[config.mk]
export PLATFORM = sky130hd
export DESIGN_NAME = unsorted_min_extract_queue
export DESIGN_NICKNAME = d
export VERILOG_FILES = /design/src/design/umeq_pkg.sv /design/src/design/umeq_cell.sv /design/src/design/unsorted_min_extract_queue.sv
export VERILOG_INCLUDE_DIRS = /design/src /design/src/design
export SDC_FILE = /design/constraint.sdc
export NUM_CORES = 1
export LEC_CHECK = 0
export BUFFER_PORTS_ARGS = -buffer_cell sky130_fd_sc_hd__buf_4
export CAP_MARGIN = 20
export CORE_MARGIN = 5
export CORE_UTILIZATION = 51
export DETAILED_ROUTE_END_ITERATION = 10
export PLACE_DENSITY = 0.66
export SYNTH_ARGS = -nofsm -noshare
export SYNTH_HDL_FRONTEND = slang
export SYNTH_SLANG_ARGS = --single-unit
[constraint.sdc]
create_clock -name clk -period 4.6 [get_ports clk]
set_input_delay 0.23 -clock clk [delete_from_list [all_inputs] [get_ports clk]]
set_output_delay 0.23 -clock clk [all_outputs]
set_load 0.005 [all_outputs]
[src/design/unsorted_min_extract_queue_macros.svh]
// Assertion macros shared by the queue RTL.
// No dependencies; included by modules that carry assertions.
`ifndef UNSORTED_MIN_EXTRACT_QUEUE_MACROS_SVH
`define UNSORTED_MIN_EXTRACT_QUEUE_MACROS_SVH

// Same-cycle implication, disabled in reset.
`define UMEQ_ASSERT_IMP(lbl, clk, rstn, ante, cons) \
	lbl: assert property (@(posedge clk) disable iff (!(rstn)) (ante) |-> (cons)) \
		else $error("umeq assertion failed");

// Next-cycle implication, disabled in reset.
`define UMEQ_ASSERT_NXT(lbl, clk, rstn, ante, cons) \
	lbl: assert property (@(posedge clk) disable iff (!(rstn)) (ante) |=> (cons)) \
		else $error("umeq assertion failed");

`endif

[src/design/umeq_pkg.sv]
// Shared types and codes for the unsorted min-extract queue.
// No dependencies; used by umeq_cell and unsorted_min_extract_queue.
package umeq_pkg;

	localparam int VAL_W = 32;

	localparam logic ACT_INSERT = 1'b0;
	localparam logic ACT_DELMIN = 1'b1;

	localparam logic [1:0] STAT_DONE  = 2'd0;
	localparam logic [1:0] STAT_FULL  = 2'd1;
	localparam logic [1:0] STAT_EMPTY = 2'd2;

	// Per-cycle command broadcast to every cell of the chain.
	typedef enum logic [1:0] {
		CELL_HOLD  = 2'd0, // keep value
		CELL_PUSH  = 2'd1, // take from front neighbor (insert)
		CELL_PULL  = 2'd2, // take from back neighbor (scan rotation)
		CELL_CLOSE = 2'd3  // pull only at or behind the removed slot
	} cell_op_t;

endpackage

[src/design/umeq_cell.sv]
// One storage cell of the queue chain: a value register and its neighbor mux.
// Depends on umeq_pkg.
module umeq_cell #(
	parameter int IDX_W = 4,
	parameter logic [IDX_W-1:0] IDX = '0
) (
	input  logic                              clk,
	input  umeq_pkg::cell_op_t                op,
	input  logic [IDX_W-1:0]                  pos,      // slot removed on close
	input  logic signed [umeq_pkg::VAL_W-1:0] prev_val, // front neighbor
	input  logic signed [umeq_pkg::VAL_W-1:0] next_val, // back neighbor
	output logic signed [umeq_pkg::VAL_W-1:0] val
);

	logic signed [umeq_pkg::VAL_W-1:0] val_q;
	logic signed [umeq_pkg::VAL_W-1:0] val_d;

	always_comb begin
		val_d = val_q;
		case (op)
			umeq_pkg::CELL_PUSH:  val_d = prev_val;
			umeq_pkg::CELL_PULL:  val_d = next_val;
			umeq_pkg::CELL_CLOSE: val_d = (IDX >= pos) ? next_val : val_q;
			default:              val_d = val_q;
		endcase
	end

	always_ff @(posedge clk) begin
		val_q <= val_d;
	end

	assign val = val_q;

endmodule

[src/design/unsorted_min_extract_queue.sv]
// Unsorted min-extract queue: chain of MAX_ENTRIES value cells, front at cell 0.
// Insert: result registered at the accept edge. Delete-min: the cells rotate as a
// ring through the scan state to find the minimum, then the close state removes it
// once the output is free; full-insert and empty-delete answer at once.
// One item in work at a time; inserts every cycle while results are taken.
// arst_n clears count, state and output valid; cell contents need no reset.
module unsorted_min_extract_queue #(
	parameter int MAX_ENTRIES = 16,
	localparam int CNT_W = $clog2(MAX_ENTRIES + 1),
	localparam int OUT_W = ((umeq_pkg::VAL_W + CNT_W + 7) / 8) * 8
) (
	input  logic             clk,
	input  logic             arst_n,
	// input beat
	input  logic             s_tvalid,
	output logic             s_tready,
	input  logic [31:0]      s_tdata,  // [31:0] value
	input  logic [0:0]       s_tuser,  // [0] action
	// result beat
	output logic             m_tvalid,
	input  logic             m_tready,
	output logic [OUT_W-1:0] m_tdata,  // [31:0] min_value, then fill_count, zero pad
	output logic [1:0]       m_tuser   // [1:0] status
);

	localparam int IDX_W = $clog2(MAX_ENTRIES);
	localparam logic [CNT_W-1:0] CNT_MAX  = CNT_W'(MAX_ENTRIES);
	localparam logic [IDX_W-1:0] IDX_LAST = IDX_W'(MAX_ENTRIES - 1);

	// Sequencer: idle, rotate-and-scan, close the gap.
	typedef enum logic [2:0] {
		ST_IDLE  = 3'b001,
		ST_SCAN  = 3'b010,
		ST_CLOSE = 3'b100
	} state_t;

	state_t state_q;
	logic [CNT_W-1:0] count_q;
	logic [IDX_W-1:0] scan_idx_q;   // chain position of the entry now at the head
	logic [IDX_W-1:0] min_pos_q;
	logic signed [umeq_pkg::VAL_W-1:0] min_q;

	logic out_valid_q;
	logic [1:0] out_status_q;
	logic signed [umeq_pkg::VAL_W-1:0] out_min_q;
	logic [CNT_W-1:0] out_cnt_q;

	logic in_fire, out_take, out_free, is_full, is_empty;
	logic ins_ok, ins_full, del_empty, del_start, close_fire, scan_take;
	umeq_pkg::cell_op_t cell_op;
	logic signed [umeq_pkg::VAL_W-1:0] cell_val [MAX_ENTRIES];
	logic signed [umeq_pkg::VAL_W-1:0] head;

	assign out_free  = !out_valid_q || m_tready;
	assign s_tready  = (state_q == ST_IDLE) && out_free;
	assign in_fire   = s_tvalid && s_tready;
	assign out_take  = out_valid_q && m_tready;
	assign is_full   = (count_q == CNT_MAX);
	assign is_empty  = (count_q == '0);
	assign ins_ok    = in_fire && (s_tuser[0] == umeq_pkg::ACT_INSERT) && !is_full;
	assign ins_full  = in_fire && (s_tuser[0] == umeq_pkg::ACT_INSERT) && is_full;
	assign del_empty = in_fire && (s_tuser[0] == umeq_pkg::ACT_DELMIN) && is_empty;
	assign del_start = in_fire && (s_tuser[0] == umeq_pkg::ACT_DELMIN) && !is_empty;
	assign close_fire = (state_q == ST_CLOSE) && out_free;
	assign head = cell_val[0];

	// Head is a live entry older than the running minimum only if strictly smaller.
	assign scan_take = (scan_idx_q == '0) ||
		((CNT_W'(scan_idx_q) < count_q) && (head < min_q));

	always_comb begin
		cell_op = umeq_pkg::CELL_HOLD;
		if (ins_ok) begin
			cell_op = umeq_pkg::CELL_PUSH;
		end else if (state_q == ST_SCAN) begin
			cell_op = umeq_pkg::CELL_PULL;
		end else if (close_fire) begin
			cell_op = umeq_pkg::CELL_CLOSE;
		end
	end

	// Cell chain. During scan it is a ring: the head wraps to the tail, so after
	// MAX_ENTRIES steps every entry is back in place.
	for (genvar g = 0; g < MAX_ENTRIES; g++) begin : g_cell
		umeq_cell #(
			.IDX_W (IDX_W),
			.IDX   (IDX_W'(g))
		) u_cell (
			.clk      (clk),
			.op       (cell_op),
			.pos      (min_pos_q),
			.prev_val ((g == 0) ? s_tdata : cell_val[(g == 0) ? 0 : g - 1]),
			.next_val (cell_val[(g + 1) % MAX_ENTRIES]),
			.val      (cell_val[g])
		);
	end

	always_ff @(posedge clk or negedge arst_n) begin
		if (!arst_n) begin
			state_q    <= ST_IDLE;
			count_q    <= '0;
			scan_idx_q <= '0;
		end else begin
			unique case (state_q)
				ST_IDLE: begin
					if (ins_ok) begin
						count_q <= count_q + CNT_W'(1);
					end
					if (del_start) begin
						state_q    <= ST_SCAN;
						scan_idx_q <= '0;
					end
				end
				ST_SCAN: begin
					scan_idx_q <= scan_idx_q + IDX_W'(1);
					if (scan_idx_q == IDX_LAST) begin
						state_q    <= ST_CLOSE;
						scan_idx_q <= '0;
					end
				end
				ST_CLOSE: begin
					if (close_fire) begin
						count_q <= count_q - CNT_W'(1);
						state_q <= ST_IDLE;
					end
				end
				default: state_q <= ST_IDLE;
			endcase
		end
	end

	// Running minimum; ties keep the entry nearer the front.
	always_ff @(posedge clk) begin
		if ((state_q == ST_SCAN) && scan_take) begin
			min_q     <= head;
			min_pos_q <= scan_idx_q;
		end
	end

	// Result register
	always_ff @(posedge clk or negedge arst_n) begin
		if (!arst_n) begin
			out_valid_q <= 1'b0;
		end else if (ins_ok || ins_full || del_empty || close_fire) begin
			out_valid_q <= 1'b1;
		end else if (out_take) begin
			out_valid_q <= 1'b0;
		end
	end

	always_ff @(posedge clk) begin
		if (ins_ok) begin
			out_status_q <= umeq_pkg::STAT_DONE;
			out_min_q    <= '0;
			out_cnt_q    <= count_q + CNT_W'(1);
		end else if (ins_full) begin
			out_status_q <= umeq_pkg::STAT_FULL;
			out_min_q    <= '0;
			out_cnt_q    <= count_q;
		end else if (del_empty) begin
			out_status_q <= umeq_pkg::STAT_EMPTY;
			out_min_q    <= '0;
			out_cnt_q    <= '0;
		end else if (close_fire) begin
			out_status_q <= umeq_pkg::STAT_DONE;
			out_min_q    <= min_q;
			out_cnt_q    <= count_q - CNT_W'(1);
		end
	end

	assign m_tvalid = out_valid_q;
	assign m_tuser  = out_status_q;
	assign m_tdata  = OUT_W'({out_cnt_q, out_min_q});

	`include "unsorted_min_extract_queue_macros.svh"

	`UMEQ_ASSERT_IMP(a_count_bound, clk, arst_n, 1'b1, count_q <= CNT_MAX)
	`UMEQ_ASSERT_IMP(a_full_cnt, clk, arst_n, out_valid_q && (out_status_q == umeq_pkg::STAT_FULL), (out_cnt_q == CNT_MAX) && (out_min_q == '0))
	`UMEQ_ASSERT_IMP(a_empty_res, clk, arst_n, out_valid_q && (out_status_q == umeq_pkg::STAT_EMPTY), (out_cnt_q == '0) && (out_min_q == '0))
	`UMEQ_ASSERT_NXT(a_scan_to_close, clk, arst_n, (state_q == ST_SCAN) && (scan_idx_q == IDX_LAST), state_q == ST_CLOSE)
	`UMEQ_ASSERT_NXT(a_close_result, clk, arst_n, close_fire, out_valid_q && (out_status_q == umeq_pkg::STAT_DONE) && (state_q == ST_IDLE))

endmodule
* After elaboration in Yosys (flattened, before gate mapping) *
Cells that the tools add are included.

word-level totals
  input bits = 37
  output and inout bits = 44
  flip-flop bits (word level) = 600
  logic and storage cells = 179

operators by class
  reduce and logical (&&, ||, !) cells = 50
  multiplexer cells = 53
  bitwise operators = 1
  $add $sub $neg = 3
  $lt $le $gt $ge = 18
  eq/ne operators = 28

operators with widths
  cell                                                number
  one-hot mux 32 bit (3 select lines)                 16
  2-to-1 mux 32 bit                                   16
  != test 2 x 1 -> 1 bit, second input constant       17
  AND reduction 2 bit                                 17
  >= comparator 4 bit, first input constant           8
  less-than comparator 32 bit                         1
  2-to-1 mux 5 bit                                    5
  >= comparator 3 x 4 -> 1 bit, first input constant  4
  logical AND 1 bit                                   12
  2-to-1 mux 2 bit                                    5
  one-hot mux 5 bit (2 select lines)                  1
  2-to-1 mux 3 bit                                    3
  one-hot mux 3 bit (3 select lines)                  1
  >= comparator 1 x 4 -> 1 bit, first input constant  2
  >= comparator 2 x 4 -> 1 bit, first input constant  2
  2-to-1 mux 4 bit                                    2
  one-hot mux 4 bit (2 select lines)                  1
  nonzero test 2 bit                                  4
  != test 2 bit, second input constant                3
  AND reduction 3 bit                                 2
  nonzero test 3 bit                                  2
  adder 5 x 1 -> 5 bit, second input constant         1
  equality test 5 bit, second input constant          1
  logical NOT 5 bit                                   1
  other kinds (17)                                    26

* Logic depth before layout (Yosys ltp) *
Gate-level depths: netlist of the first run.

  depth after elaboration = 10
  depth in mapped cells = 10
  mapped depth without buffers = 8

* Cells and area by module *
A second synthesis of the first run with hierarchy kept.

unflattened totals
  cell total of the unflattened synthesis = 1604
  area, all modules = 27868.0 µm²

modules (own cells, without submodules)
  module                              area an instance (µm²)  times used  sequential area each (µm²)  cells each
  unsorted_min_extract_queue          4244.1                  1           2238.4                      435
  umeq_cell at g_cell[12].u_cell ...  1539.0                  2           960.9                       74
  umeq_cell at g_cell[2].u_cell       1537.7                  1           960.9                       73
  umeq_cell at g_cell[9].u_cell       1536.5                  1           960.9                       73
  umeq_cell at g_cell[7].u_cell       1529.0                  1           960.9                       72
  umeq_cell at g_cell[14].u_cell      1526.5                  1           960.9                       73
  umeq_cell at g_cell[8].u_cell       1519.0                  1           960.9                       74
  umeq_cell at g_cell[15].u_cell      1507.7                  1           960.9                       69
  umeq_cell at g_cell[10].u_cell      1452.6                  1           960.9                       74
  umeq_cell at g_cell[1].u_cell       1447.6                  1           960.9                       73
  umeq_cell at g_cell[3].u_cell       1446.4                  1           960.9                       73
  umeq_cell at g_cell[11].u_cell      1445.1                  1           960.9                       73
  umeq_cell at g_cell[6].u_cell       1405.1                  1           960.9                       74
  umeq_cell at g_cell[5].u_cell       1403.8                  1           960.9                       74
  +2 rows                             -                       -           -                           -

* Worst setup path before layout of the first run *
Ideal clock, no wire load.

  path type = register to register
  from = register count_q[0]
  to = register g_cell[10].u_cell.val_q (netlist bit g_cell[10].u_cell.val[0]), enable pin
  buffers on the path = 1
  slack = 0.613 ns
  data arrival time = 3.546 ns
  clock period less this slack = 3.987 ns
  cell stages (with the launch flop) = 10
  cell sequence = dfrtp_1 -> clkbuf_1 -> inv_1 -> ha_1 -> nor3b_1 -> nand2_1 -> nor3b_4 -> nor2_2 -> or2_2 -> a31oi_1

on the way
  cells in the longest elaborated chain, start to end = 7
  elaborated cells on any way between the ends = 10

ends and longest elaborated chain
  element                                                                        RTL line                           text
  start: declaration                                                             unsorted_min_extract_queue.sv:38   logic [CNT_W-1:0] count_q;
  start signal: assignment                                                       unsorted_min_extract_queue.sv:107  count_q <= count_q + CNT_W'(1);
  start signal: assignment                                                       unsorted_min_extract_queue.sv:123  count_q <= count_q - CNT_W'(1);
  equality test 5 bit *                                                          unsorted_min_extract_queue.sv:58   assign is_full = (count_q == CNT_MAX);
  logical NOT 1 bit *                                                            unsorted_min_extract_queue.sv:60   assign ins_ok = in_fire && (s_tuser[0] == umeq_pkg::ACT_INSERT) && !is_full;
  logical AND 1 bit *                                                            unsorted_min_extract_queue.sv:60
  2-to-1 mux 2 bit *                                                             unsorted_min_extract_queue.sv:73   if (ins_ok) begin
  equality test 2 bit or equality test 2 x 1 -> 1 bit (tied branches)            umeq_cell.sv:20                    case (op)
  != test 2 x 1 -> 1 bit (no source line) or nonzero test 3 bit (tied branches)  -
  AND reduction 2 bit (no source line) *                                         -
  end signal: assignment                                                         umeq_cell.sv:29                    val_q <= val_d;
  end: declaration                                                               umeq_cell.sv:15                    logic signed [umeq_pkg::VAL_W-1:0] val_q;

Every way passes the cells marked *; elsewhere a longest branch is shown, timed or not.
A chain may end at the register's enable or synchronous reset.

* Worst setup path in the final report of the first run *
  from = register count_q[0]
  to = register g_cell[10].u_cell.val_q (netlist bit g_cell[10].u_cell.val[7]), enable pin

The elaborated chain is that of the path after synthesis.

==> run_results.csv, run 1 <==
group,metric,value,unit
run_status,status,"complete, no violations",
setup_path,reg2regPathDepth,9,
timing,rsz0062_at_grt,"false",
final_layout,post-route-util,58.8,%
timing,fmax,250,MHz
clock_network,clkLatencyLatePin,0.61,ns
final_layout,layoutNonFillerInstCount,2391,
synthesis,syn_area,26000,um2
power_and_ir_drop,p_leak,9.96,nW
routing,met1Wirelength,23500,um
setup_path,cp_cell_sequence,"inv_1 -> ha_1 -> nor3b_1 -> nand2_1 -> nor3b_4 -> nor2_2 -> a21o_1 -> a31oi_4 -> buf_4",
routing,wl_met3,1970,um
synthesis,seq_area_frac_synth,67.8,%
routing,met2_length,25900,um
final_layout,final_nets,1744,
placed_design,gp_congestion,0.805,
synthesis,synth_cell_types,57,
power_and_ir_drop,seq_power_share,52.4,%
setup_path,critPathLaunchType,"flip-flop",
clock_network,cts.sink_count,600,
setup_path,cp.required,4.89,ns
clock_network,cts_made_buffers,61,
timing,setup_tns,0,ns
floorplan,fp.dieArea,55500,um2
floorplan,rows,82,
global_route,antenna_found_initial,0,
clock_network,cts_tree,"done",
global_route,grt_pass1_wl,81000,um
synthesis,yosysWarnings,0,
power_and_ir_drop,combPwrFrac,15.2,%
synthesis,synth_area_per_cell,16.8,um2
power_and_ir_drop,powerDensity,493,nW/um2
clock_network,cts_buffer_depth,3,
routing,drc_errors,0,
synthesis,synth-seq-cells,600,
clock_network,post-cts-setup-buffers,0,
floorplan,die_w,236,um
synthesis,synth-edff-count,553,
timing,max_slew.worst_pin.slew,1.11,ns
timing,hold_viol,0,
setup_path,critPathBufInv,2,
synthesis,async_flop_share,2.17,%
clock_network,cts_root_buf,"clkbuf_16",
routing,drt_iter0_drc,936,
worst_hold_path,hold_depth,3,
routing,wl_per_cell,21.9,um
timing,slew_headroom,25.9,%
routing,totalWireLength,52300,um
timing,fin_crit_sh,86.9,%
power_and_ir_drop,p_sw,3.70,mW
power_and_ir_drop,ir_drop,0.000328,V
synthesis,synthCells,1541,
floorplan,ioPinCount,81,
final_layout,diodes,0,
global_route,grt_pass1_vias,13732,
global_route,grt_max_degree,191,
worst_hold_path,hp-class,"in2reg",
setup_path,cpPeakStageDelay,0.98,ns
routing,dr_total_vias,13102,
setup_path,critPathSlowestCell,"a31oi_4",
timing,skew,0.0171,ns
clock_network,clk_pin_slew_worst_paths,0.06,ns
routing,first_pass_iters,5,
timing,holdWs,0.0828,ns
placed_design,io_buffer_count,77,
setup_path,cp_max_fo,22,
power_and_ir_drop,p_int,10.9,mW
global_route,overflow,0,
timing,drv_slew,0,
synthesis,ys.flop_type,"edfxtp_1",
routing,avgViaCountPerCell,5.48,
timing,period_minus_slack,4.00,ns
routing,ant_nets,0,
power_and_ir_drop,switching_share,25.4,%
setup_path,cp_top_family,"compound AO/OA/AOI/OAI gates",
setup_path,worstSetupPathType,"reg2reg",
final_layout,drive_above_1_share,42.1,%
timing,layout_setup_ws,0.600,ns
floorplan,initial_utilization,51.6,%
clock_network,htreeDepth,2,
placed_design,dp.cells,2241,
setup_path,setup.worst_path.end_class,"flip-flop",
setup_path,crit_cells,9,
floorplan,die_y,236,um
power_and_ir_drop,clkPwrFrac,32.5,%
placed_design,hpwl,33000,um
global_route,grt_usage,18.5,%
floorplan,core_area,50300,um2
setup_path,arrival,4.29,ns
routing,top_layer,"met4",
run,drv_cap,0,
final_layout,syn_to_final_growth,13.9,%
timing,setup_violations,0,
placed_design,dpl_worst_slack,0.650,ns
repair_timing:
item | CTS | global route
gates resized for setup | 0 | 0
setup endpoints to repair | 0 | 0
hold buffers | 37 | 0
hold endpoints to repair | 48 | 0
power groups by stage:
stage          logic, mW  clock network [mW]  registers, mW
2_1_floorplan       1.59                   0           7.51
3_3_place_gp        2.13                   0           7.73
3_5_place_dp        2.21                   0           7.75
4_1_cts             2.24                4.85           7.65
5_1_grt             2.41                5.08           7.72
6_report            2.21                4.73           7.63
flip-flops by register name, summed over array words and instances, names as in the netlist:
name and count:
g_cell.u_cell.val 512, min_q 32, out_min_q 32, count_q 5, out_cnt_q 5, min_pos_q 4
scan_idx_q 4, state_q 3, m_tuser 2, m_tvalid 1
cells by family (layout without fill, tap and decap cells):
kind of cell,count (synthesis),in the layout,synth area share [%]
fa+ha+maj,38,38,1.83
simple gates,152,152,2.79
other cells,1,3,0.0144
buf+inv,121,297,2.59
xor+xnor,6,6,0.202
mux,513,513,22.2
compound gates,110,110,2.48
flops,600,600,67.8
per-layer routing:
layer | global-route usage [%] | up-vias
li1 | - | 6192
met1 | 25.5 | 6621
met2 | 31.5 | 222
met3 | 2.69 | 67
met4 | 4.56 | 0
met5 | 0 | -
tightest hold or removal path, stage by stage:
cell	delay, ns
buf_4	0.12
nand4_4	0.14
o21ai_0	0.13
cell usage in the layout (no fill, tap or decap), drive strengths merged, types with 12 or more instances in the layout:
cell type / n
a21oi: 63
buf: 102
clkbuf: 86
clkinv: 22
dfrtp: 12
dfxtp: 34
dlygate4sd3: 37
edfxtp: 553
ha: 38
inv: 45
mux2: 512
nand2: 83
nor2: 22
o21ai: 15
per-stage QoR:
step | cell area (um2) | power (mW)
after floorplan | 26000 | 9.10
after global placement | 27300 | 9.86
after detailed placement | 27300 | 9.96
after CTS | 29600 | 14.7
after global routing | 29600 | 15.2
final | 29600 | 14.6
cell usage after synthesis, types with 4 or more instances:
cell type / count / share of area (%)
a21oi_1: 62 / 1.2
a31oi_1: 7 / 0.17
buf_2: 12 / 0.23
buf_4: 52 / 1.5
clkbuf_1: 10 / 0.14
dfrtp_1: 12 / 1.2
dfxtp_1: 34 / 2.6
edfxtp_1: 553 / 64
ha_1: 38 / 1.8
inv_1: 44 / 0.64
mux2_2: 512 / 22
nand2_1: 83 / 1.2
nand2b_1: 4 / 0.096
nand3_1: 11 / 0.21
nand4_1: 8 / 0.19
nor2_1: 21 / 0.30
o21ai_0: 14 / 0.27
or2_2: 4 / 0.096
xnor2_1: 6 / 0.20
area by class of cell:
class / instances / area, um2
Clock buffer: 86 / 1700
Inverter: 45 / 169
Multi-Input combinational cell: 822 / 7860
Sequential cell: 600 / 17600
Clock inverter: 27 / 203
Timing Repair Buffer: 139 / 1190
Fill cell: 3928 / 20700
Tap cell: 672 / 841
final timing paths:
kind                                     from  slack, ns                  endpoint
worst max-delay path               count_q[0]       0.60  g_cell[10].u_cell.val[7]
worst min-delay path                 s_tvalid       0.08                state_q[1]
worst max register to register     count_q[0]       0.60  g_cell[10].u_cell.val[7]
worst min register to register  out_min_q[23]       0.45             out_min_q[23]
max in group asynchronous              arst_n       3.47             scan_idx_q[1]
min in group asynchronous              arst_n       0.11                state_q[0]
Note: power is estimated with default switching activity, not from simulation.
==> run 2: changes to the inputs <==
Settings changed: BUFFER_PORTS_ARGS -buffer_cell sky130_fd_sc_hd__buf_4 to -buffer_cell sky130_fd_sc_hd__buf_2.
==> run_results.csv, run 2 (same netlist as run 1, synthesis figures left out) <==
group,metric,value,unit
setup_path,setup.worst_path.end_class,"flip-flop",
routing,ant_nets,0,
setup_path,arrival,4.11,ns
global_route,grt_usage,18.5,%
floorplan,initial_utilization,51.6,%
placed_design,dpl_worst_slack,0.882,ns
floorplan,rows,82,
setup_path,cp_max_fo,22,
power_and_ir_drop,switching_share,25.8,%
timing,slew_headroom,29.0,%
routing,first_pass_iters,5,
floorplan,die_y,236,um
timing,holdWs,0.0426,ns
setup_path,rrSetupSlack,0.82,ns
power_and_ir_drop,combPwrFrac,15.5,%
timing,period_minus_slack,3.78,ns
timing,setup_violations,0,
routing,totalWireLength,52700,um
setup_path,worstSetupPathType,"reg2reg",
timing,hold_viol,0,
placed_design,io_buffer_count,77,
timing,setup_tns,0,ns
final_layout,syn_to_final_growth,13.3,%
global_route,grt_pass1_wl,80900,um
clock_network,clkLatencyLatePin,0.61,ns
global_route,grt_max_degree,179,
global_route,overflow,0,
floorplan,die_w,236,um
global_route,grt_pass1_vias,13531,
timing,max_slew.worst_pin.slew,1.06,ns
clock_network,cts_buffer_depth,3,
timing,skew,0.0237,ns
run_status,status,"complete, no violations",
floorplan,fp.dieArea,55500,um2
final_layout,diodes,0,
timing,layout_setup_ws,0.819,ns
power_and_ir_drop,ir_drop,0.000334,V
floorplan,core_area,50300,um2
clock_network,clk_pin_slew_worst_paths,0.07,ns
clock_network,cts_made_buffers,60,
routing,wl_per_cell,22.0,um
routing,dr_total_vias,13297,
timing,fmax,264,MHz
final_layout,layout_common_cells,"edfxtp_1 (553), mux2_2 (512), nand2_1 (83)",
power_and_ir_drop,powerDensity,491,nW/um2
setup_path,cp.required,4.93,ns
routing,drt_iter0_drc,877,
worst_hold_path,hp-class,"in2async",
timing,drv_slew,0,
power_and_ir_drop,p_leak,9.97,nW
final_layout,final_common_cell,"edfxtp_1",
final_layout,drive_above_1_share,42.5,%
timing,rsz0062_at_grt,"false",
routing,avgViaCountPerCell,5.54,
power_and_ir_drop,p_sw,3.73,mW
clock_network,htreeDepth,2,
placed_design,hpwl,33300,um
final_layout,largest_reg_flops,512,
final_layout,final_nets,1752,
clock_network,cts_root_buf,"clkbuf_16",
floorplan,ioPinCount,81,
routing,drc_errors,0,
power_and_ir_drop,seq_power_share,52.8,%
timing,fin_crit_sh,82.2,%
run,drv_cap,0,
global_route,antenna_found_initial,0,
power_and_ir_drop,clkPwrFrac,31.7,%
clock_network,post_cts_resized,0,
setup_path,critPathLaunchType,"flip-flop",
placed_design,gp_congestion,0.828,
clock_network,cts_tree,"done",
power_and_ir_drop,p_int,10.7,mW
clock_network,cts.sink_count,600,
## run 2: power groups by stage
stage | combinational (mW) | clock (mW) | sequential [mW]
3_3_place_gp | 2.15 | 0 | 7.72
5_1_grt | 2.43 | 4.93 | 7.70
4_1_cts | 2.27 | 4.70 | 7.63
2_1_floorplan | 1.59 | 0 | 7.51
6_report | 2.24 | 4.57 | 7.62
3_5_place_dp | 2.23 | 0 | 7.74
## run 2: cell type report
type	instances	area [um2]
Fill cell	3879	20900
Sequential cell	600	17600
Multi-Input combinational cell	822	7860
Clock buffer	71	1540
Timing Repair Buffer	148	1120
Tap cell	672	841
Clock inverter	41	275
Inverter	45	169
## run 2: path summary, 6_finish.rpt
path | depth (start not counted) | startpoint | to
max in group asynchronous | 2 | arst_n | state_q[0]
hold / removal | 2 | arst_n | scan_idx_q[1]
min in group clk | 3 | s_tvalid | state_q[1]
setup / recovery | 9 | count_q[0] | g_cell[10].u_cell.val[14]
setup reg to reg | 9 | count_q[0] | g_cell[10].u_cell.val[14]
hold reg to reg | 2 | out_min_q[22] | out_min_q[22]
## run 2: metal layers
metal	track usage (%)	up-vias	wire length (um)
li1	-	6208	-
met1	25.2	6816	23400
met5	0	-	0
met3	2.59	57	1710
met4	5.05	0	1160
met2	31.6	216	26400
## run 2: repair_timing
item	in CTS	in global routing
hold buffers	36	0
buffers inserted	0	0
hold endpoints to repair	48	0
## run 2: stage by stage
stage | power, mW | instances | util (%) | instance area, um2
detailed placement | 9.97 | 2250 | 54.1 | 27200
global route | 15.1 | 2399 | 58.5 | 29400
floorplan | 9.10 | 1543 | - | 26000
global placement | 9.87 | 2247 | 54.0 | 27200
CTS | 14.6 | 2398 | 58.5 | 29400
finish | 14.4 | 2399 | 58.5 | 29400
## run 2: critical path, cell delays in order, from the launching register on
cell	delay, ns
dfrtp_1	0.48
inv_1	0.16
ha_1	0.23
nor3b_1	0.51
nand2_1	0.15
nor3b_4	0.21
nor2_2	0.36
a21o_1	0.67
a31oi_4	0.39
buf_12	0.31
